[src/rtl/iac_pkg.sv]
// Shared types and constants of the intrusion alarm controller.
// No dependencies.
`timescale 1ns / 1ps

package iac_pkg;

	typedef enum logic [1:0] {
		MODE_DISARMED = 2'd0,
		MODE_EXIT     = 2'd1,
		MODE_ARMED    = 2'd2
	} mode_t;

	typedef enum logic [1:0] {
		KEY_NONE    = 2'd0,
		KEY_VALID   = 2'd1,
		KEY_INVALID = 2'd2
	} key_res_t;

	typedef struct packed {
		logic        key_present;
		logic [31:0] key_value;
		logic [7:0]  zone_levels;
		logic        host_arm_write;
		logic        host_arm_value;
	} in_word_t;

	typedef struct packed {
		mode_t    alarm_state;
		logic     siren_drive;
		logic     siren_active;
		logic     arm_flag_out;
		key_res_t key_result;
		logic     zone_tripped;
	} out_word_t;

	typedef struct packed {
		logic [15:0] armed_delay_ticks;
		logic [15:0] siren_ticks;
		logic [15:0] beep_on_ticks;
		logic [15:0] beep_off_ticks;
		logic [7:0]  zone_enable_mask;
		logic        siren_muted;
		logic [31:0] key_a;
		logic [31:0] key_b;
	} cfg_t;

	localparam int unsigned ADDR_W = 5;

	localparam logic [2:0] REG_ARMED_DELAY = 3'd0;
	localparam logic [2:0] REG_SIREN_TICKS = 3'd1;
	localparam logic [2:0] REG_BEEP_ON     = 3'd2;
	localparam logic [2:0] REG_BEEP_OFF    = 3'd3;
	localparam logic [2:0] REG_ZONE_MASK   = 3'd4;
	localparam logic [2:0] REG_MUTED       = 3'd5;
	localparam logic [2:0] REG_KEY_A       = 3'd6;
	localparam logic [2:0] REG_KEY_B       = 3'd7;

	localparam logic [15:0] RST_ARMED_DELAY = 16'd300;
	localparam logic [15:0] RST_SIREN_TICKS = 16'd1800;
	localparam logic [15:0] RST_BEEP_ON     = 16'd5;
	localparam logic [15:0] RST_BEEP_OFF    = 16'd10;

endpackage

[src/rtl/intrusion_alarm_controller.sv]
// Top level of the intrusion alarm controller: input register, core, result register.
// Depends on iac_pkg, iac_regs, iac_core.
`timescale 1ns / 1ps

//  channel | direction | handshake               | word
//  --------+-----------+-------------------------+-------------------------------
//  in      | in        | in_valid / in_ready     | in_word_t: one scheduler tick
//  out     | out       | out_valid / out_ready   | out_word_t: state after the tick
//  apb     | in        | psel, penable / pready  | pwdata, prdata (paddr 4*index)
//
// One word per cycle sustained while out_ready stays high; a word taken into the input
// register moves into the result register when that register is free, so out_valid
// rises once the word has moved. The whole tick update is a single combinational pass
// through the core between those two registers, so nothing iterates.
// Stalls: out_ready low holds the result; in_ready drops only when both the
// input register and the result register are full and out_ready is low.
// Reset (arst_n low): disarmed, all timers zero, siren low, registers at defaults.

module intrusion_alarm_controller import iac_pkg::*; #(
	parameter int unsigned NUM_ZONES  = 8,
	parameter int unsigned NUM_KEYS   = 2,
	parameter int unsigned TIMER_BITS = 16
) (
	input  logic              clk,
	input  logic              arst_n,
	input  logic              in_valid,
	output logic              in_ready,
	input  in_word_t          in_word,
	output logic              out_valid,
	input  logic              out_ready,
	output out_word_t         out_word,
	input  logic              psel,
	input  logic              penable,
	input  logic              pwrite,
	input  logic [ADDR_W-1:0] paddr,
	input  logic [31:0]       pwdata,
	output logic [31:0]       prdata,
	output logic              pready
);

	cfg_t      cfg;
	in_word_t  item_s1;
	logic      valid_s1;
	out_word_t res;
	out_word_t res_s2;
	logic      valid_s2;
	logic      step;
	logic      out_free;

	// result register can take a word when empty or being drained
	assign out_free = !valid_s2 || out_ready;
	// the tick in the input register is applied to the state when it moves on
	assign step     = valid_s1 && out_free;
	assign in_ready = !valid_s1 || step;

	always_ff @(posedge clk or negedge arst_n) begin
		if (!arst_n) begin
			valid_s1 <= 1'b0;
			valid_s2 <= 1'b0;
		end else begin
			if (in_valid && in_ready) valid_s1 <= 1'b1;
			else if (step)            valid_s1 <= 1'b0;
			if (step)                 valid_s2 <= 1'b1;
			else if (out_ready)       valid_s2 <= 1'b0;
		end
	end

	// payload registers, no reset needed
	always_ff @(posedge clk) begin
		if (in_valid && in_ready) item_s1 <= in_word;
		if (step)                 res_s2  <= res;
	end

	iac_regs #(
		.NUM_ZONES (NUM_ZONES),
		.NUM_KEYS  (NUM_KEYS)
	) u_regs (
		.clk     (clk),
		.arst_n  (arst_n),
		.psel    (psel),
		.penable (penable),
		.pwrite  (pwrite),
		.paddr   (paddr),
		.pwdata  (pwdata),
		.prdata  (prdata),
		.pready  (pready),
		.cfg     (cfg)
	);

	iac_core #(
		.NUM_KEYS   (NUM_KEYS),
		.TIMER_BITS (TIMER_BITS)
	) u_core (
		.clk    (clk),
		.arst_n (arst_n),
		.step   (step),
		.item   (item_s1),
		.cfg    (cfg),
		.res    (res)
	);

	assign out_valid = valid_s2;
	assign out_word  = res_s2;

endmodule

[src/rtl/iac_regs.sv]
// APB configuration register file of the alarm controller.
// Depends on iac_pkg.
`timescale 1ns / 1ps

module iac_regs import iac_pkg::*; #(
	parameter int unsigned NUM_ZONES = 8,
	parameter int unsigned NUM_KEYS  = 2
) (
	input  logic              clk,
	input  logic              arst_n,
	input  logic              psel,
	input  logic              penable,
	input  logic              pwrite,
	input  logic [ADDR_W-1:0] paddr,
	input  logic [31:0]       pwdata,
	output logic [31:0]       prdata,
	output logic              pready,
	output cfg_t              cfg
);

	// zones beyond the eight input bits never count
	localparam int unsigned ZW = (NUM_ZONES < 8) ? NUM_ZONES : 8;

	logic [15:0]   armed_delay_q;
	logic [15:0]   siren_ticks_q;
	logic [15:0]   beep_on_q;
	logic [15:0]   beep_off_q;
	logic [ZW-1:0] zone_mask_q;
	logic          muted_q;
	logic [31:0]   key_a_q;
	logic [31:0]   key_b_q;
	logic [2:0]    reg_idx;
	logic          wr_en;

	assign pready  = 1'b1;
	assign reg_idx = paddr[4:2];
	assign wr_en   = psel & penable & pwrite;

	always_ff @(posedge clk or negedge arst_n) begin
		if (!arst_n) begin
			armed_delay_q <= RST_ARMED_DELAY;
			siren_ticks_q <= RST_SIREN_TICKS;
			beep_on_q     <= RST_BEEP_ON;
			beep_off_q    <= RST_BEEP_OFF;
			zone_mask_q   <= '0;
			muted_q       <= 1'b0;
			key_a_q       <= '0;
		end else if (wr_en) begin
			case (reg_idx)
				REG_ARMED_DELAY: armed_delay_q <= pwdata[15:0];
				REG_SIREN_TICKS: siren_ticks_q <= pwdata[15:0];
				REG_BEEP_ON:     beep_on_q     <= pwdata[15:0];
				REG_BEEP_OFF:    beep_off_q    <= pwdata[15:0];
				REG_ZONE_MASK:   zone_mask_q   <= pwdata[ZW-1:0];
				REG_MUTED:       muted_q       <= pwdata[0];
				REG_KEY_A:       key_a_q       <= pwdata;
				default: ;
			endcase
		end
	end

	generate
		if (NUM_KEYS >= 2) begin : g_key_b
			always_ff @(posedge clk or negedge arst_n) begin
				if (!arst_n) begin
					key_b_q <= '0;
				end else if (wr_en && reg_idx == REG_KEY_B) begin
					key_b_q <= pwdata;
				end
			end
		end else begin : g_no_key_b
			assign key_b_q = '0;
		end
	endgenerate

	always_comb begin
		case (reg_idx)
			REG_ARMED_DELAY: prdata = 32'(armed_delay_q);
			REG_SIREN_TICKS: prdata = 32'(siren_ticks_q);
			REG_BEEP_ON:     prdata = 32'(beep_on_q);
			REG_BEEP_OFF:    prdata = 32'(beep_off_q);
			REG_ZONE_MASK:   prdata = 32'(zone_mask_q);
			REG_MUTED:       prdata = 32'(muted_q);
			REG_KEY_A:       prdata = key_a_q;
			REG_KEY_B:       prdata = key_b_q;
			default:         prdata = '0;
		endcase
	end

	assign cfg.armed_delay_ticks = armed_delay_q;
	assign cfg.siren_ticks       = siren_ticks_q;
	assign cfg.beep_on_ticks     = beep_on_q;
	assign cfg.beep_off_ticks    = beep_off_q;
	assign cfg.zone_enable_mask  = 8'(zone_mask_q);
	assign cfg.siren_muted       = muted_q;
	assign cfg.key_a             = key_a_q;
	assign cfg.key_b             = key_b_q;

endmodule

[src/rtl/iac_core.sv]
// Alarm state machine, tick timers and siren/beep drive; one tick per step.
// Depends on iac_pkg.
`timescale 1ns / 1ps

module iac_core import iac_pkg::*; #(
	parameter int unsigned NUM_KEYS   = 2,
	parameter int unsigned TIMER_BITS = 16
) (
	input  logic      clk,
	input  logic      arst_n,
	input  logic      step,
	input  in_word_t  item,
	input  cfg_t      cfg,
	output out_word_t res
);

	localparam int unsigned CW = (TIMER_BITS > 16) ? TIMER_BITS : 16;

	mode_t                 mode_q, mode_d;
	logic                  arm_q, arm_d;
	logic                  sounding_q, sounding_d;
	logic                  drive_q, drive_d;
	logic                  gap_q, gap_d;
	logic                  running_q, running_d;
	logic [TIMER_BITS-1:0] delay_q, delay_d;
	logic [TIMER_BITS-1:0] siren_q, siren_d;
	logic [TIMER_BITS-1:0] beep_q, beep_d;

	logic        arm_now;
	logic        key_ok;
	logic        tripped;
	logic        cancel;
	logic        delay_done;
	logic        siren_done;
	logic        beep_done;
	logic [15:0] beep_len;

	function automatic logic [TIMER_BITS-1:0] sat_inc(input logic [TIMER_BITS-1:0] v);
		return (&v) ? v : v + 1'b1;
	endfunction

	function automatic logic reached(input logic [TIMER_BITS-1:0] v, input logic [15:0] len);
		return CW'(v) >= CW'(len);
	endfunction

	assign arm_now = item.host_arm_write ? item.host_arm_value : arm_q;
	assign key_ok  = item.key_present &&
		(item.key_value == cfg.key_a || (NUM_KEYS >= 2 && item.key_value == cfg.key_b));
	assign tripped = |(item.zone_levels & cfg.zone_enable_mask);
	assign cancel  = key_ok || !arm_now;

	assign beep_len   = gap_q ? cfg.beep_off_ticks : cfg.beep_on_ticks;
	assign delay_done = reached(delay_q, cfg.armed_delay_ticks);
	assign siren_done = reached(siren_q, cfg.siren_ticks);
	assign beep_done  = reached(beep_q, beep_len);

	// next mode
	always_comb begin
		case (mode_q)
			MODE_EXIT: begin
				if (cancel)          mode_d = MODE_DISARMED;
				else if (delay_done) mode_d = MODE_ARMED;
				else                 mode_d = MODE_EXIT;
			end
			MODE_ARMED: begin
				mode_d = cancel ? MODE_DISARMED : MODE_ARMED;
			end
			default: begin
				mode_d = (key_ok || arm_now) ? MODE_EXIT : MODE_DISARMED;
			end
		endcase
	end

	// timers and drive
	always_comb begin
		arm_d      = arm_now;
		sounding_d = sounding_q;
		drive_d    = drive_q;
		gap_d      = gap_q;
		running_d  = running_q;
		delay_d    = delay_q;
		siren_d    = siren_q;
		beep_d     = beep_q;
		case (mode_q)
			MODE_EXIT: begin
				if (cancel) begin
					arm_d   = 1'b0;
					delay_d = '0;
					drive_d = 1'b0;
				end else if (delay_done) begin
					delay_d   = '0;
					gap_d     = 1'b0;
					running_d = 1'b0;
					beep_d    = '0;
					drive_d   = 1'b0;
				end else begin
					delay_d = sat_inc(delay_q);
					if (!running_q) begin
						running_d = 1'b1;
						beep_d    = '0;
						if (!gap_q) drive_d = 1'b1;
					end else if (beep_done) begin
						running_d = 1'b0;
						beep_d    = '0;
						if (!gap_q) drive_d = 1'b0;
						gap_d = !gap_q;
					end else begin
						beep_d = sat_inc(beep_q);
					end
				end
			end
			MODE_ARMED: begin
				if (cancel || (sounding_q && siren_done)) begin
					if (cancel) arm_d = 1'b0;
					if (sounding_q) begin
						sounding_d = 1'b0;
						siren_d    = '0;
						if (!cfg.siren_muted) drive_d = 1'b0;
					end
				end else if (!sounding_q && tripped) begin
					sounding_d = 1'b1;
					siren_d    = '0;
					if (!cfg.siren_muted) drive_d = 1'b1;
				end else if (sounding_q) begin
					siren_d = sat_inc(siren_q);
				end
			end
			default: begin
				if (key_ok || arm_now) begin
					arm_d     = 1'b1;
					delay_d   = '0;
					gap_d     = 1'b0;
					running_d = 1'b0;
					beep_d    = '0;
					drive_d   = 1'b0;
				end
			end
		endcase
	end

	always_ff @(posedge clk or negedge arst_n) begin
		if (!arst_n) begin
			mode_q     <= MODE_DISARMED;
			arm_q      <= 1'b0;
			sounding_q <= 1'b0;
			drive_q    <= 1'b0;
			gap_q      <= 1'b0;
			running_q  <= 1'b0;
			delay_q    <= '0;
			siren_q    <= '0;
			beep_q     <= '0;
		end else if (step) begin
			mode_q     <= mode_d;
			arm_q      <= arm_d;
			sounding_q <= sounding_d;
			drive_q    <= drive_d;
			gap_q      <= gap_d;
			running_q  <= running_d;
			delay_q    <= delay_d;
			siren_q    <= siren_d;
			beep_q     <= beep_d;
		end
	end

	assign res.alarm_state  = mode_d;
	assign res.siren_drive  = drive_d;
	assign res.siren_active = sounding_d;
	assign res.arm_flag_out = arm_d;
	assign res.key_result   = !item.key_present ? KEY_NONE : (key_ok ? KEY_VALID : KEY_INVALID);
	assign res.zone_tripped = tripped;

endmodule

[config.mk]
export PLATFORM = sky130hd
export DESIGN_NAME = intrusion_alarm_controller
export DESIGN_NICKNAME = d
export VERILOG_FILES = /design/src/rtl/iac_pkg.sv /design/src/rtl/intrusion_alarm_controller.sv /design/src/rtl/iac_regs.sv /design/src/rtl/iac_core.sv
export SDC_FILE = /design/constraint.sdc
export NUM_CORES = 1
export LEC_CHECK = 0
export BUFFER_PORTS_ARGS = -buffer_cell sky130_fd_sc_hd__clkbuf_2
export CAP_MARGIN = 20
export CORE_AREA = 2 2 212 214
export DETAILED_ROUTE_END_ITERATION = 7
export DIE_AREA = 0 0 214 216
export SLEW_MARGIN = 20
export SYNTH_ARGS = -nofsm -noshare
export SYNTH_HDL_FRONTEND = slang
export SYNTH_SLANG_ARGS = --single-unit
[constraint.sdc]
create_clock -name clk -period 4.3 [get_ports clk]
set_input_delay 0.215 -clock clk [delete_from_list [all_inputs] [get_ports clk]]
set_output_delay 0.215 -clock clk [all_outputs]
set_load 0.01 [all_outputs]
After elaboration in Yosys (flattened, before gate mapping)
Index checks and enable logic that the tools add are counted.

Reduce and logical (&&, ||, !) cells: 38. Muxes and demuxes: 60. Bitwise gates (word level): 4. Magnitude comparators: 3. Equal/unequal tests: 18. Add/subtract/negate cells: 3.

Operators with widths (number): $pmux W32 S8 (1); $mux W16 (15); $eq A32 B32 Y1 (2); $pmux W16 S2 (2); $add A16 B1 Y16 const B (3); $ge A16 B16 Y1 (3); $reduce_and A16 Y1 (3); $mux W1 (33); $reduce_and A2 Y1 (7); $eq A3 B3 Y1 const B (4); $reduce_and A5 Y1 (2); $ne A3 B1 Y1 const B (3); $and A8 B8 Y8 (1); $mux W2 (4); $pmux W1 S2 (4); $reduce_and A4 Y1 (2); $reduce_bool A2 Y1 (4); $reduce_or A8 Y1 (1); $eq A3 B2 Y1 const B (2); $logic_and A1 B1 Y1 (6); $logic_or A1 B1 Y1 (6); $reduce_and A6 Y1 (1); $logic_not A1 Y1 (5); $ne A5 B5 Y1 const B (1); 10 further kinds (11).

Logic and storage cells: 156. Register bits after elaboration: 245. Output and inout port bits: 43. Bits of input ports: 87.

Longest topological paths before layout
Gate-level depths: netlist of the first run.

Word-level depth: 7. Gate-level depth with buffers: 13. Depth with buffers taken out: 10.

By module
Synthesis of the first run repeated with hierarchy kept, for this count alone.

Cell total of the unflattened synthesis: 1165. Area total of the unflattened synthesis: 13282.7 um2.

By module, submodules not included: iac_regs (area an instance 6346.1 um2, cells each 470, sequential area each 3443.3 um2, instances 1); iac_core (area an instance 5301.3 um2, cells each 636, sequential area each 1376.3 um2, instances 1); intrusion_alarm_controller (area an instance 1635.3 um2, cells each 59, sequential area each 1581.5 um2, instances 1).

Worst setup path after synthesis of the first run
Ideal clock, no wire load.

Path type: register to register. From: register u_core.gap_q. To: register u_core.beep_q[4]. Clock period less this slack: 3310 ps. Setup time: 92 ps. Cell stages (with the launch flop): 13. Buffers on the path: 3. Path slack: 990 ps. Arrival time: 3218 ps. Data required time: 4208 ps. Cell sequence: dfrtp_1 -> clkbuf_1 -> clkbuf_1 -> mux2i_1 -> ha_1 -> o21a_1 -> a21oi_1 -> o211ai_1 -> o21ai_1 -> nand4b_1 -> or3b_1 -> buf_4 -> o31ai_2.

Longest elaborated chain between the ends: 7. Elaborated cells between the ends (all ways): 9. Those cells by class: order compare (1); eq/ne (1); mux (6); reduce/logical (1).

RTL lines: start: declaration (line iac_core.sv:23) `logic gap_q, gap_d;`; start signal: assignment (line iac_core.sv:157) `gap_q <= gap_d;`; $mux W16 (*) (line iac_core.sv:52) `assign beep_len = gap_q ? cfg.beep_off_ticks : cfg.beep_on_ticks;`; $ge A16 B16 Y1 (*) (line iac_core.sv:43) `return CW'(v) >= CW'(len);`; $mux W16 (line iac_core.sv:102) `end else if (beep_done) begin`; $mux W16 (line iac_core.sv:98) `if (!running_q) begin`; $mux W16 (line iac_core.sv:90) `end else if (delay_done) begin`; $mux W16 (line iac_core.sv:86) `if (cancel) begin`; $pmux W16 S2 (line iac_core.sv:84) `case (mode_q)`; end signal: assignment (line iac_core.sv:161) `beep_q <= beep_d;`; end: declaration (line iac_core.sv:27) `logic [TIMER_BITS-1:0] beep_q, beep_d;`.

Mark *: on every way between the ends. The rest lies on a longest branch, timed or not. The select of a mux whose other input is x is not followed. A chain may end at the register's enable or synchronous reset.

Worst setup path in the final report of the first run
From: register u_regs.siren_ticks_q[9]. To: register u_core.siren_q[13].

Longest elaborated chain between the ends: 5. Elaborated cells between the ends (all ways): 7. Those cells by class: order compare (1); eq/ne (2); mux (1); reduce/logical (3).

RTL lines: start: declaration (line iac_regs.sv:25) `logic [15:0] siren_ticks_q;`; start signal: assignment (line iac_regs.sv:51) `REG_SIREN_TICKS: siren_ticks_q <= pwdata[15:0];`; $ge A16 B16 Y1 (*) (line iac_core.sv:43); $logic_and A1 B1 Y1 (*) (line iac_core.sv:113) `if (cancel || (sounding_q && siren_done)) begin`; $logic_or A1 B1 Y1 (*) (line iac_core.sv:113); $ne A3 B1 Y1 (no source line) or $ne A2 B1 Y1 (tied branches); $reduce_and A5 Y1 (no source line); end signal: assignment (line iac_core.sv:160) `siren_q <= siren_d;`; end: declaration (line iac_core.sv:26) `logic [TIMER_BITS-1:0] siren_q, siren_d;`.

Mark *: on every way between the ends. The rest lies on a longest branch, timed or not.

==> flow_metrics.env, run 1 <==
export IMPL_first_global_vias=10200
export IMPL_synthArstFlopShare=0.792
export IMPL_die_x_um=214
export IMPL_nNetsFinal=1486
export IMPL_drc=0
export IMPL_h_tree_depth=1
export IMPL_cts_root_buf="clkbuf_16"
export IMPL_holdPathStages=3
export IMPL_dieArea_um2=46200
export IMPL_crit_required_ns=4.74
export IMPL_place_congestion=0.812
export IMPL_outcome="finished, final reports clean"
export IMPL_antenna_found_initial=0
export IMPL_fillCellCount=4272
export IMPL_ir_drop_mv=0.326
export IMPL_layout_drive_gt1_share=0.242
export IMPL_synth_edf_count=51
export IMPL_clk_pin_slew_ns=0.06
export IMPL_fmax_mhz=283
export IMPL_cts_made_buffers=26
export IMPL_areaGrowthSynthToFinish_pct=22.5
export IMPL_wl_per_cell_um=18.4
export IMPL_max_slew_margin=0.348
export IMPL_synthTopCellsByCount="dfrtp_1 (182), mux2_2 (105), nand2_1 (74), xor2_1 (64), a21oi_1 (58)"
export IMPL_critPathMaxFanout=11
export IMPL_start_util=0.296
export IMPL_syn_inst=1152
export IMPL_postLayoutCoreUtil=0.363
export IMPL_hold_viol_final=0
export IMPL_fin_crit_sh=0.823
export IMPL_layout_min_cycle_time_ns=3.54
export IMPL_ys_types=71
export IMPL_yosysTopAreaCell="dfrtp_1"
export IMPL_top_usage_layer="met2"
export IMPL_die_h_um=216
export IMPL_io_pins=130
export IMPL_dp_hpwl_mm=25.9
export IMPL_core_um2=43800
export IMPL_vias=9874
export IMPL_clk_latency_ns=0.56
export IMPL_synth_top_area_share=0.351
export IMPL_yosys_warnings=0
export IMPL_grt_total_usage=0.156
export IMPL_finClkSkew_ns=0.0189
export IMPL_avgSynthCellArea_um2=11.3
export IMPL_vias_per_cell=5.04
export IMPL_tightest_slew_ns=0.978
export IMPL_postRouteAntennaNets=0
export IMPL_crit_path_start_kind="register"
export IMPL_fin_ws_ns=0.762
export IMPL_drv_slew=0
export IMPL_port_buffers=126
export IMPL_clk_path_buf_depth=3
export IMPL_grt_use_met3=0.0156
export IMPL_tritoncts="done"
export IMPL_cts_sinks=245
export IMPL_cp_arrival_ns=3.98
export IMPL_netlist_area_um2=13000
export IMPL_antennaDiodeCount=0
export IMPL_power_leakage_nw=6.94
export IMPL_end_kind="register"
export IMPL_grt_start_max_net_pins=112
export IMPL_r2r_cells=10
export IMPL_hold_path_class="in -> reg"
export IMPL_synthFlopType="dfrtp_1"
export IMPL_syn_num_nets=1292
export IMPL_grt_pass1_wl_mm=57.6
export IMPL_path_class="reg -> reg"
export IMPL_synth_area_top_cells="dfrtp_1 (35%), edfxtp_1 (12%), mux2_2 (9.1%)"
export IMPL_wl_mm=36.0
export IMPL_fp_row_count=77
export IMPL_drtIter0Drc=515
export IMPL_setup_tns_final_ns=0
export IMPL_rsz0062_at_grt="no"
export IMPL_dr_pass1_iters=4
export IMPL_post_place_ws_ns=0.803
export IMPL_use_met1=0.201
export IMPL_ys_ff_latch=245
export IMPL_setup_viol=0
export IMPL_power_per_cell_area_nw_per_um2=423
export IMPL_globalRouteMet2Util=0.269
export IMPL_synth_most_common_cell="dfrtp_1"
export IMPL_max_cap_violations=0
export IMPL_grt_ovfl_total=0
export IMPL_yosysSeqAreaShare=0.493
[logic make-up (layout without fill, tap and decap cells)]
| family | count (synthesis) | in the layout | synth area share |
|---|---|---|---|
| XOR/XNOR | 64 | 64 | 0.0432 |
| AO/OA/AOI/OAI | 253 | 253 | 0.130 |
| other | 1 | 1 | 0.000289 |
| adder cells (fa/ha/maj) | 53 | 53 | 0.0511 |
| buffers and inverters | 102 | 316 | 0.0303 |
| flip-flops | 245 | 245 | 0.493 |
| multiplexers | 171 | 171 | 0.150 |
| AND/OR/NAND/NOR | 263 | 263 | 0.101 |
[cell type report]
class / instances / area, µm² / area share
sequential: 245 / 6400 / 0.402
multi-input combinational: 805 / 6210 / 0.391
timing repair buffer: 213 / 1470 / 0.0926
clock buffer: 35 / 746 / 0.0469
tap: 592 / 741 / 0.0466
inverter: 55 / 206 / 0.0130
clock inverter: 13 / 126 / 0.00794
[state kept, by name, summed over array words and instances (netlist names)]
signal,cells
u_regs.key_a_q,32
u_regs.muted_q,1
item_s1,43
u_regs.zone_mask_q,8
u_core.beep_q,16
u_core.siren_q,16
valid_s1,1
out_word,8
u_regs.beep_on_q,16
u_regs.armed_delay_q,16
u_regs.key_b_q,32
u_core.mode_q,2
out_valid,1
u_regs.beep_off_q,16
u_core.delay_q,16
u_core.arm_q,1
u_core.sounding_q,1
u_core.drive_q,1
u_core.running_q,1
u_core.gap_q,1
u_regs.siren_ticks_q,16
[metal layers]
metal	wire length (µm)	up-vias
li1	-	4650
met3	1360	59
met2	17700	231
met5	0	-
met4	1240	0
met1	15800	4934
[worst paths after layout]
| path | slack, ns | start | end |
|---|---|---|---|
| max | 0.76 | u_regs.siren_ticks_q[9] | u_core.siren_q[13] |
| min | 0.03 | pwdata[4] | u_regs.siren_ticks_q[4] |
| max reg2reg | 0.76 | u_regs.siren_ticks_q[9] | u_core.siren_q[13] |
| min reg2reg | 0.51 | u_core.arm_q | u_core.arm_q |
| max in group asynchronous | 2.87 | arst_n | u_core.delay_q[14] |
| min in group asynchronous | 0.34 | arst_n | u_regs.key_b_q[26] |
[worst max-delay path, stage by stage, from the launching register on]
cell,delay (ns)
dfstp_2,0.53
inv_1,0.07
ha_1,0.31
a21oi_1,0.15
o21ai_1,0.11
a2111oi_0,0.38
o41a_1,0.25
nor3_1,0.09
or4_1,0.57
nand4b_1,0.58
o31ai_1,0.39
[cell usage in the layout (no fill, tap or decap), types with 5 or more instances in the layout]
cell           instances
buf_4                 19
mux2_1                29
nand2_1               74
nor2_1                55
o22a_1                12
ha_1                  53
nor3_1                14
o31ai_1               14
edfxtp_1              51
clkbuf_16             27
a22o_1                18
o22ai_1               11
a31oi_1                5
o21ai_0               49
and3_1                10
xor2_1                64
dfrtp_1              182
or4_1                  8
clkbuf_8               5
inv_1                 54
o31ai_2                6
mux4_2                 6
clkinv_2               6
mux2_2               105
a21oi_1               58
o21ai_1               18
dlygate4sd3_1         67
dfstp_2               12
nand4_1               12
a21o_1                 5
a2bb2oi_1             10
clkbuf_2             125
a211oi_1               5
nor4_1                18
o311ai_0               6
mux2i_1               31
nand3_1               22
nand2b_1               7
or3_1                 10
[timing repair]
action                    4_1_cts  5_1_grt
hold endpoints to repair      188        0
hold buffers                   67        0
resized for setup               0        0
buffers inserted                0        0
[stage by stage]
stage	cell area (µm²)	hold WS (ns)	instances	power [mW]
2_1_floorplan	13000	-0.0806	1152	3.87
3_3_place_gp	14400	0.391	1843	4.37
3_5_place_dp	14400	0.394	1843	4.42
4_1_cts	15900	0.00637	1958	6.80
5_1_grt	15900	0.0284	1958	7.09
6_report	15900	0.0292	1958	6.74
[power breakdown]
group	internal [mW]	switching, mW	leakage (nW)	total [mW]
Clock	1.34	0.976	0.434	2.31
Combinational	0.642	0.760	3.57	1.40
Sequential	2.73	0.286	2.93	3.02
Total	4.71	2.02	6.94	6.74
Note: power is estimated with default switching activity, not from simulation.
==> inputs of run 2 (changes only) <==
==> constraint.sdc (replaced) <==
create_clock -name clk -period 3.7 [get_ports clk]
set_input_delay 0.185 -clock clk [delete_from_list [all_inputs] [get_ports clk]]
set_output_delay 0.185 -clock clk [all_outputs]
set_load 0.01 [all_outputs]
==> flow_metrics.env, run 2 (synthesis gave the netlist of run 1 again) <==
export IMPL_finClkSkew_ns=0.0153
export IMPL_max_flop_register="item_s1"
export IMPL_crit_family="simple AND/OR/NAND/NOR gates"
export IMPL_slowest_stage="or4_1"
export IMPL_grt_pass1_wl_mm=57.4
export IMPL_r2r_end="u_core.siren_q[7]"
export IMPL_port_buffers=126
export IMPL_min_from="pwdata[13]"
export IMPL_crit_buf_inv=1
export IMPL_critPathMaxFanout=16
export IMPL_max_stage_delay_ns=0.82
export IMPL_tightest_slew_ns=1.05
export IMPL_setup_tns_final_ns=0
export IMPL_power_leakage_nw=7.02
export IMPL_ir_drop_mv=0.413
export IMPL_h_tree_depth=1
export IMPL_drtIter0Drc=527
export IMPL_regToRegSetupSlack_ns=0.41
export IMPL_fin_ws_ns=0.407
export IMPL_fin_cells=1971
export IMPL_post_place_ws_ns=0.437
export IMPL_crit_required_ns=4.18
export IMPL_vias_per_cell=5.07
export IMPL_cts_sinks=245
export IMPL_fillCellCount=4344
export IMPL_tritoncts="done"
export IMPL_grt_ovfl_total=0
export IMPL_die_x_um=214
export IMPL_r2r_start="u_regs.siren_ticks_q[9]"
export IMPL_drv_slew=0
export IMPL_reg_top3="item_s1: 43 flops, u_regs.key_a_q: 32 flops, u_regs.key_b_q: 32 flops"
export IMPL_rsz0062_at_grt="no"
export IMPL_start_util=0.296
export IMPL_place_congestion=0.818
export IMPL_worstPathCellList="inv_1, ha_1, a21oi_1, o21ai_1, a2111oi_0, o41a_1, nor3_1, or4_1, nor4b_1, a21o_1"
export IMPL_fp_row_count=77
export IMPL_nNetsFinal=1500
export IMPL_postRouteAntennaNets=0
export IMPL_core_um2=43800
export IMPL_areaGrowthSynthToFinish_pct=23.8
export IMPL_dieArea_um2=46200
export IMPL_cts_resized=0
export IMPL_holdPathStages=3
export IMPL_critPathLaunch="u_regs.siren_ticks_q[9]"
export IMPL_postCtsHoldBufs=72
export IMPL_grt_total_usage=0.155
export IMPL_vias=9993
export IMPL_r2r_cells=10
export IMPL_layout_drive_gt1_share=0.247
export IMPL_setup_viol=0
export IMPL_dp_cells=1852
export IMPL_io_pins=130
export IMPL_max_slew_margin=0.299
export IMPL_multi_input_area_um2=6210
export IMPL_max_cap_violations=0
export IMPL_clk_pin_slew_ns=0.06
export IMPL_layout_common_cells="dfrtp_1 (182), clkbuf_2 (125), mux2_2 (105)"
export IMPL_layout_min_cycle_time_ns=3.29
export IMPL_grt_start_max_net_pins=112
export IMPL_outcome="finished, final reports clean"
export IMPL_wl_per_cell_um=18.3
export IMPL_die_h_um=216
export IMPL_post_cts_buffers=0
export IMPL_hold_path_class="in -> reg"
export IMPL_holdPathEnd="u_regs.siren_ticks_q[13]"
export IMPL_drc=0
export IMPL_final_common_cell="dfrtp_1"
export IMPL_fmax_mhz=304
export IMPL_fin_crit_sh=0.890
export IMPL_cts_made_buffers=26
export IMPL_hold_viol_final=0
export IMPL_end_kind="register"
export IMPL_clk_latency_ns=0.54
export IMPL_dr_pass1_iters=5
export IMPL_cts_root_buf="clkbuf_16"
export IMPL_wl_mm=36.1
export IMPL_register_area_um2=6400
export IMPL_path_class="reg -> reg"
export IMPL_dp_hpwl_mm=26.2
export IMPL_power_per_cell_area_nw_per_um2=498
export IMPL_crit_path_start_kind="register"
export IMPL_final_area_um2=16100
export IMPL_first_global_vias=10300
export IMPL_antenna_found_initial=0
export IMPL_cp_arrival_ns=3.78
export IMPL_clk_path_buf_depth=3
export IMPL_antennaDiodeCount=0
export IMPL_largest_reg_flops=43
export IMPL_placed_area_um2=14400
==> run 2: cell count changes in the layout (fill, tap and decap cells not counted) <==
cell / delta
buf_4: +10
dlygate4sd3_1: +5
bufinv_16: +3
clkinv_1: -2
buf_12: -1
clkbuf_1: -1
clkinv_4: -1
clkinv_8: -1
clkinvlp_4: +1
==> run 2: worst max-delay path by stage <==
stage                         endpoint  depth (start not counted)
CTS                  u_core.siren_q[7]                         10
finish               u_core.siren_q[7]                         10
global route        u_core.delay_q[11]                         11
detailed placement   u_core.siren_q[7]                         10
global placement     u_core.siren_q[7]                         10
floorplan             u_core.beep_q[5]                         12
==> run 2: worst register-to-register path: stages (launching register included) <==
cell and delay, ns:
dfstp_2 0.53, inv_1 0.07, ha_1 0.31, a21oi_1 0.15
o21ai_1 0.11, a2111oi_0 0.41, o41a_1 0.27, nor3_1 0.08
or4_1 0.82, nor4b_1 0.37, a21o_1 0.12
==> run 2: metrics by stage <==
stage | hold WS, ns | util | total power, mW
finish | 0.0255 | 0.367 | 8.00
global route | 0.0347 | 0.367 | 8.39
CTS | 0.00284 | 0.367 | 8.08
detailed placement | 0.364 | 0.329 | 5.14
global placement | 0.361 | 0.329 | 5.08
floorplan | -0.111 | - | 4.50
==> run 2: report_power, final <==
group / switching (mW) / total (mW) / internal (mW)
Clock: 1.09 / 2.85 / 1.75
Combinational: 0.890 / 1.64 / 0.751
Sequential: 0.333 / 3.51 / 3.18
Total: 2.32 / 8.00 / 5.68
==> run 2: final cells by class <==
class,instances,share of cell area
Inverter,55,0.0128
Timing Repair Buffer,227,0.0982
Multi-Input combinational cell,805,0.387
Clock buffer,34,0.0462
Clock inverter,13,0.0119
Sequential cell,245,0.398
Tap cell,592,0.0461
==> run 2: per-layer routing <==
layer / GRT usage / wire length [µm] / up-vias
li1: - / - / 4679
met1: 0.197 / 15600 / 5058
met2: 0.276 / 18200 / 203
met3: 0.0169 / 1350 / 53
met4: 0.0457 / 892 / 0
met5: 0 / 0 / -
==> inputs of run 3 (changes only) <==
==> constraint.sdc (replaced) <==
create_clock -name clk -period 3.8 [get_ports clk]
set_input_delay 0.19 -clock clk [delete_from_list [all_inputs] [get_ports clk]]
set_output_delay 0.19 -clock clk [all_outputs]
set_load 0.01 [all_outputs]
==> flow_metrics.env, run 3 (synthesis gave the netlist of run 1 again) <==
export IMPL_critPathLaunch="u_core.gap_q"
export IMPL_postCtsHoldBufs=71
export IMPL_first_global_vias=10000
export IMPL_power_per_cell_area_nw_per_um2=485
export IMPL_slowest_stage="dfrtp_1"
export IMPL_pwr_share_clk=0.355
export IMPL_cts_sinks=245
export IMPL_postRouteAntennaNets=0
export IMPL_fmax_mhz=298
export IMPL_layout_common_cells="dfrtp_1 (182), clkbuf_2 (125), mux2_2 (105)"
export IMPL_crit_required_ns=4.24
export IMPL_layout_drive_gt1_share=0.243
export IMPL_final_common_cell="dfrtp_1"
export IMPL_final_area_um2=16000
export IMPL_ir_drop_mv=0.328
export IMPL_holdWs_ns=0.0187
export IMPL_outcome="finished, final reports clean"
export IMPL_wl_per_cell_um=18.4
export IMPL_finClkSkew_ns=0.0153
export IMPL_fillCellCount=4277
export IMPL_hold_path_class="in -> reg"
export IMPL_totalPowerFinal_mw=7.78
export IMPL_power_leakage_nw=6.99
export IMPL_register_area_um2=6400
export IMPL_critPathMaxFanout=10
export IMPL_start_util=0.296
export IMPL_cts_root_buf="clkbuf_16"
export IMPL_largest_reg_flops=43
export IMPL_rsz0062_at_grt="no"
export IMPL_hold_viol_final=0
export IMPL_port_buffers=126
export IMPL_antenna_found_initial=0
export IMPL_setup_viol=0
export IMPL_wl_mm=36.2
export IMPL_tritoncts="done"
export IMPL_fin_cells=1965
export IMPL_comb_power_share=0.205
export IMPL_drc=0
export IMPL_multi_input_area_um2=6210
export IMPL_max_slew_margin=0.378
export IMPL_clk_pin_slew_ns=0.06
export IMPL_grt_total_usage=0.156
export IMPL_post_place_ws_ns=0.453
export IMPL_nNetsFinal=1493
export IMPL_r2r_start="u_core.gap_q"
export IMPL_antennaDiodeCount=0
export IMPL_clk_path_buf_depth=3
export IMPL_clk_latency_ns=0.54
export IMPL_dr_pass1_iters=4
export IMPL_tightest_slew_ns=0.931
export IMPL_fin_ws_ns=0.444
export IMPL_die_h_um=216
export IMPL_grt_start_max_net_pins=91
export IMPL_cts_resized=0
export IMPL_path_class="reg -> reg"
export IMPL_die_x_um=214
export IMPL_place_congestion=0.813
export IMPL_max_stage_delay_ns=0.70
export IMPL_cp_arrival_ns=3.80
export IMPL_seq_power_share=0.440
export IMPL_worstPathCellList="buf_4, mux2i_1, ha_1, nand2_1, o211ai_1, o21ai_1, nand4b_1, or3b_1, o31ai_2"
export IMPL_max_cap_violations=0
export IMPL_cts_made_buffers=27
export IMPL_placed_area_um2=14400
export IMPL_max_flop_register="item_s1"
export IMPL_fp_row_count=77
export IMPL_dieArea_um2=46200
export IMPL_vias_per_cell=5.03
export IMPL_layout_min_cycle_time_ns=3.36
export IMPL_reg_top3="item_s1: 43 flops, u_regs.key_a_q: 32 flops, u_regs.key_b_q: 32 flops"
export IMPL_areaGrowthSynthToFinish_pct=23.4
export IMPL_h_tree_depth=1
export IMPL_min_from="pwdata[1]"
export IMPL_post_cts_buffers=0
export IMPL_grt_pass1_wl_mm=57.1
export IMPL_setup_tns_final_ns=0
export IMPL_end_kind="register"
export IMPL_drtIter0Drc=507
export IMPL_postLayoutCoreUtil=0.366
export IMPL_p_sw_mw=2.26
export IMPL_io_pins=130
export IMPL_crit_path_start_kind="register"
export IMPL_vias=9881
export IMPL_grt_ovfl_total=0
export IMPL_dp_cells=1845
export IMPL_core_um2=43800
export IMPL_drv_slew=0
export IMPL_intPower_mw=5.52
export IMPL_swShare=0.290
export IMPL_dp_hpwl_mm=26.2
export IMPL_fin_crit_sh=0.883
==> run 3: path summary, 6_finish.rpt <==
| kind | endpoint | slack (ns) | cells past startpoint |
|---|---|---|---|
| max | u_core.beep_q[5] | 0.44 | 9 |
| min reg2reg | u_core.arm_q | 0.51 | 2 |
| max reg2reg | u_core.beep_q[5] | 0.44 | 9 |
| min in group asynchronous | u_regs.key_b_q[27] | 0.26 | 2 |
| min | u_regs.siren_ticks_q[1] | 0.02 | 3 |
| max in group asynchronous | u_regs.beep_off_q[1] | 2.58 | 3 |
==> run 3: cell type report <==
type / instances / area share
clock inverters: 9 / 0.00929
multi-input cells: 805 / 0.388
inverters: 55 / 0.0129
clock buffers: 40 / 0.0490
repair buffers: 219 / 0.0953
flip-flops and latches: 245 / 0.399
well taps: 592 / 0.0462
==> run 3: worst max-delay path, delay by kind of cell, from the launching register on <==
kind                     cells  cell delay, ns
buffers and inverters        1            0.30
flip-flops                   1            0.70
AND/OR/NAND/NOR              3            0.81
AO/OA/AOI/OAI                3            0.60
multiplexers                 1            0.47
adder cells (fa/ha/maj)      1            0.34
==> run 3: power groups by stage <==
stage / registers, mW / logic (mW) / clock network (mW)
finish: 3.42 / 1.59 / 2.76
global route: 3.47 / 1.76 / 2.92
CTS: 3.42 / 1.60 / 2.83
detailed placement: 3.47 / 1.53 / 0
global placement: 3.44 / 1.50 / 0
floorplan: 3.36 / 1.02 / 0
==> run 3: per-layer routing <==
| metal | track usage | part of all wire | up-vias |
|---|---|---|---|
| li1 | - | - | 4669 |
| met1 | 0.200 | 0.44 | 4958 |
| met2 | 0.275 | 0.50 | 199 |
| met3 | 0.0148 | 0.030 | 55 |
| met4 | 0.0517 | 0.026 | 0 |
| met5 | 0 | 0 | - |
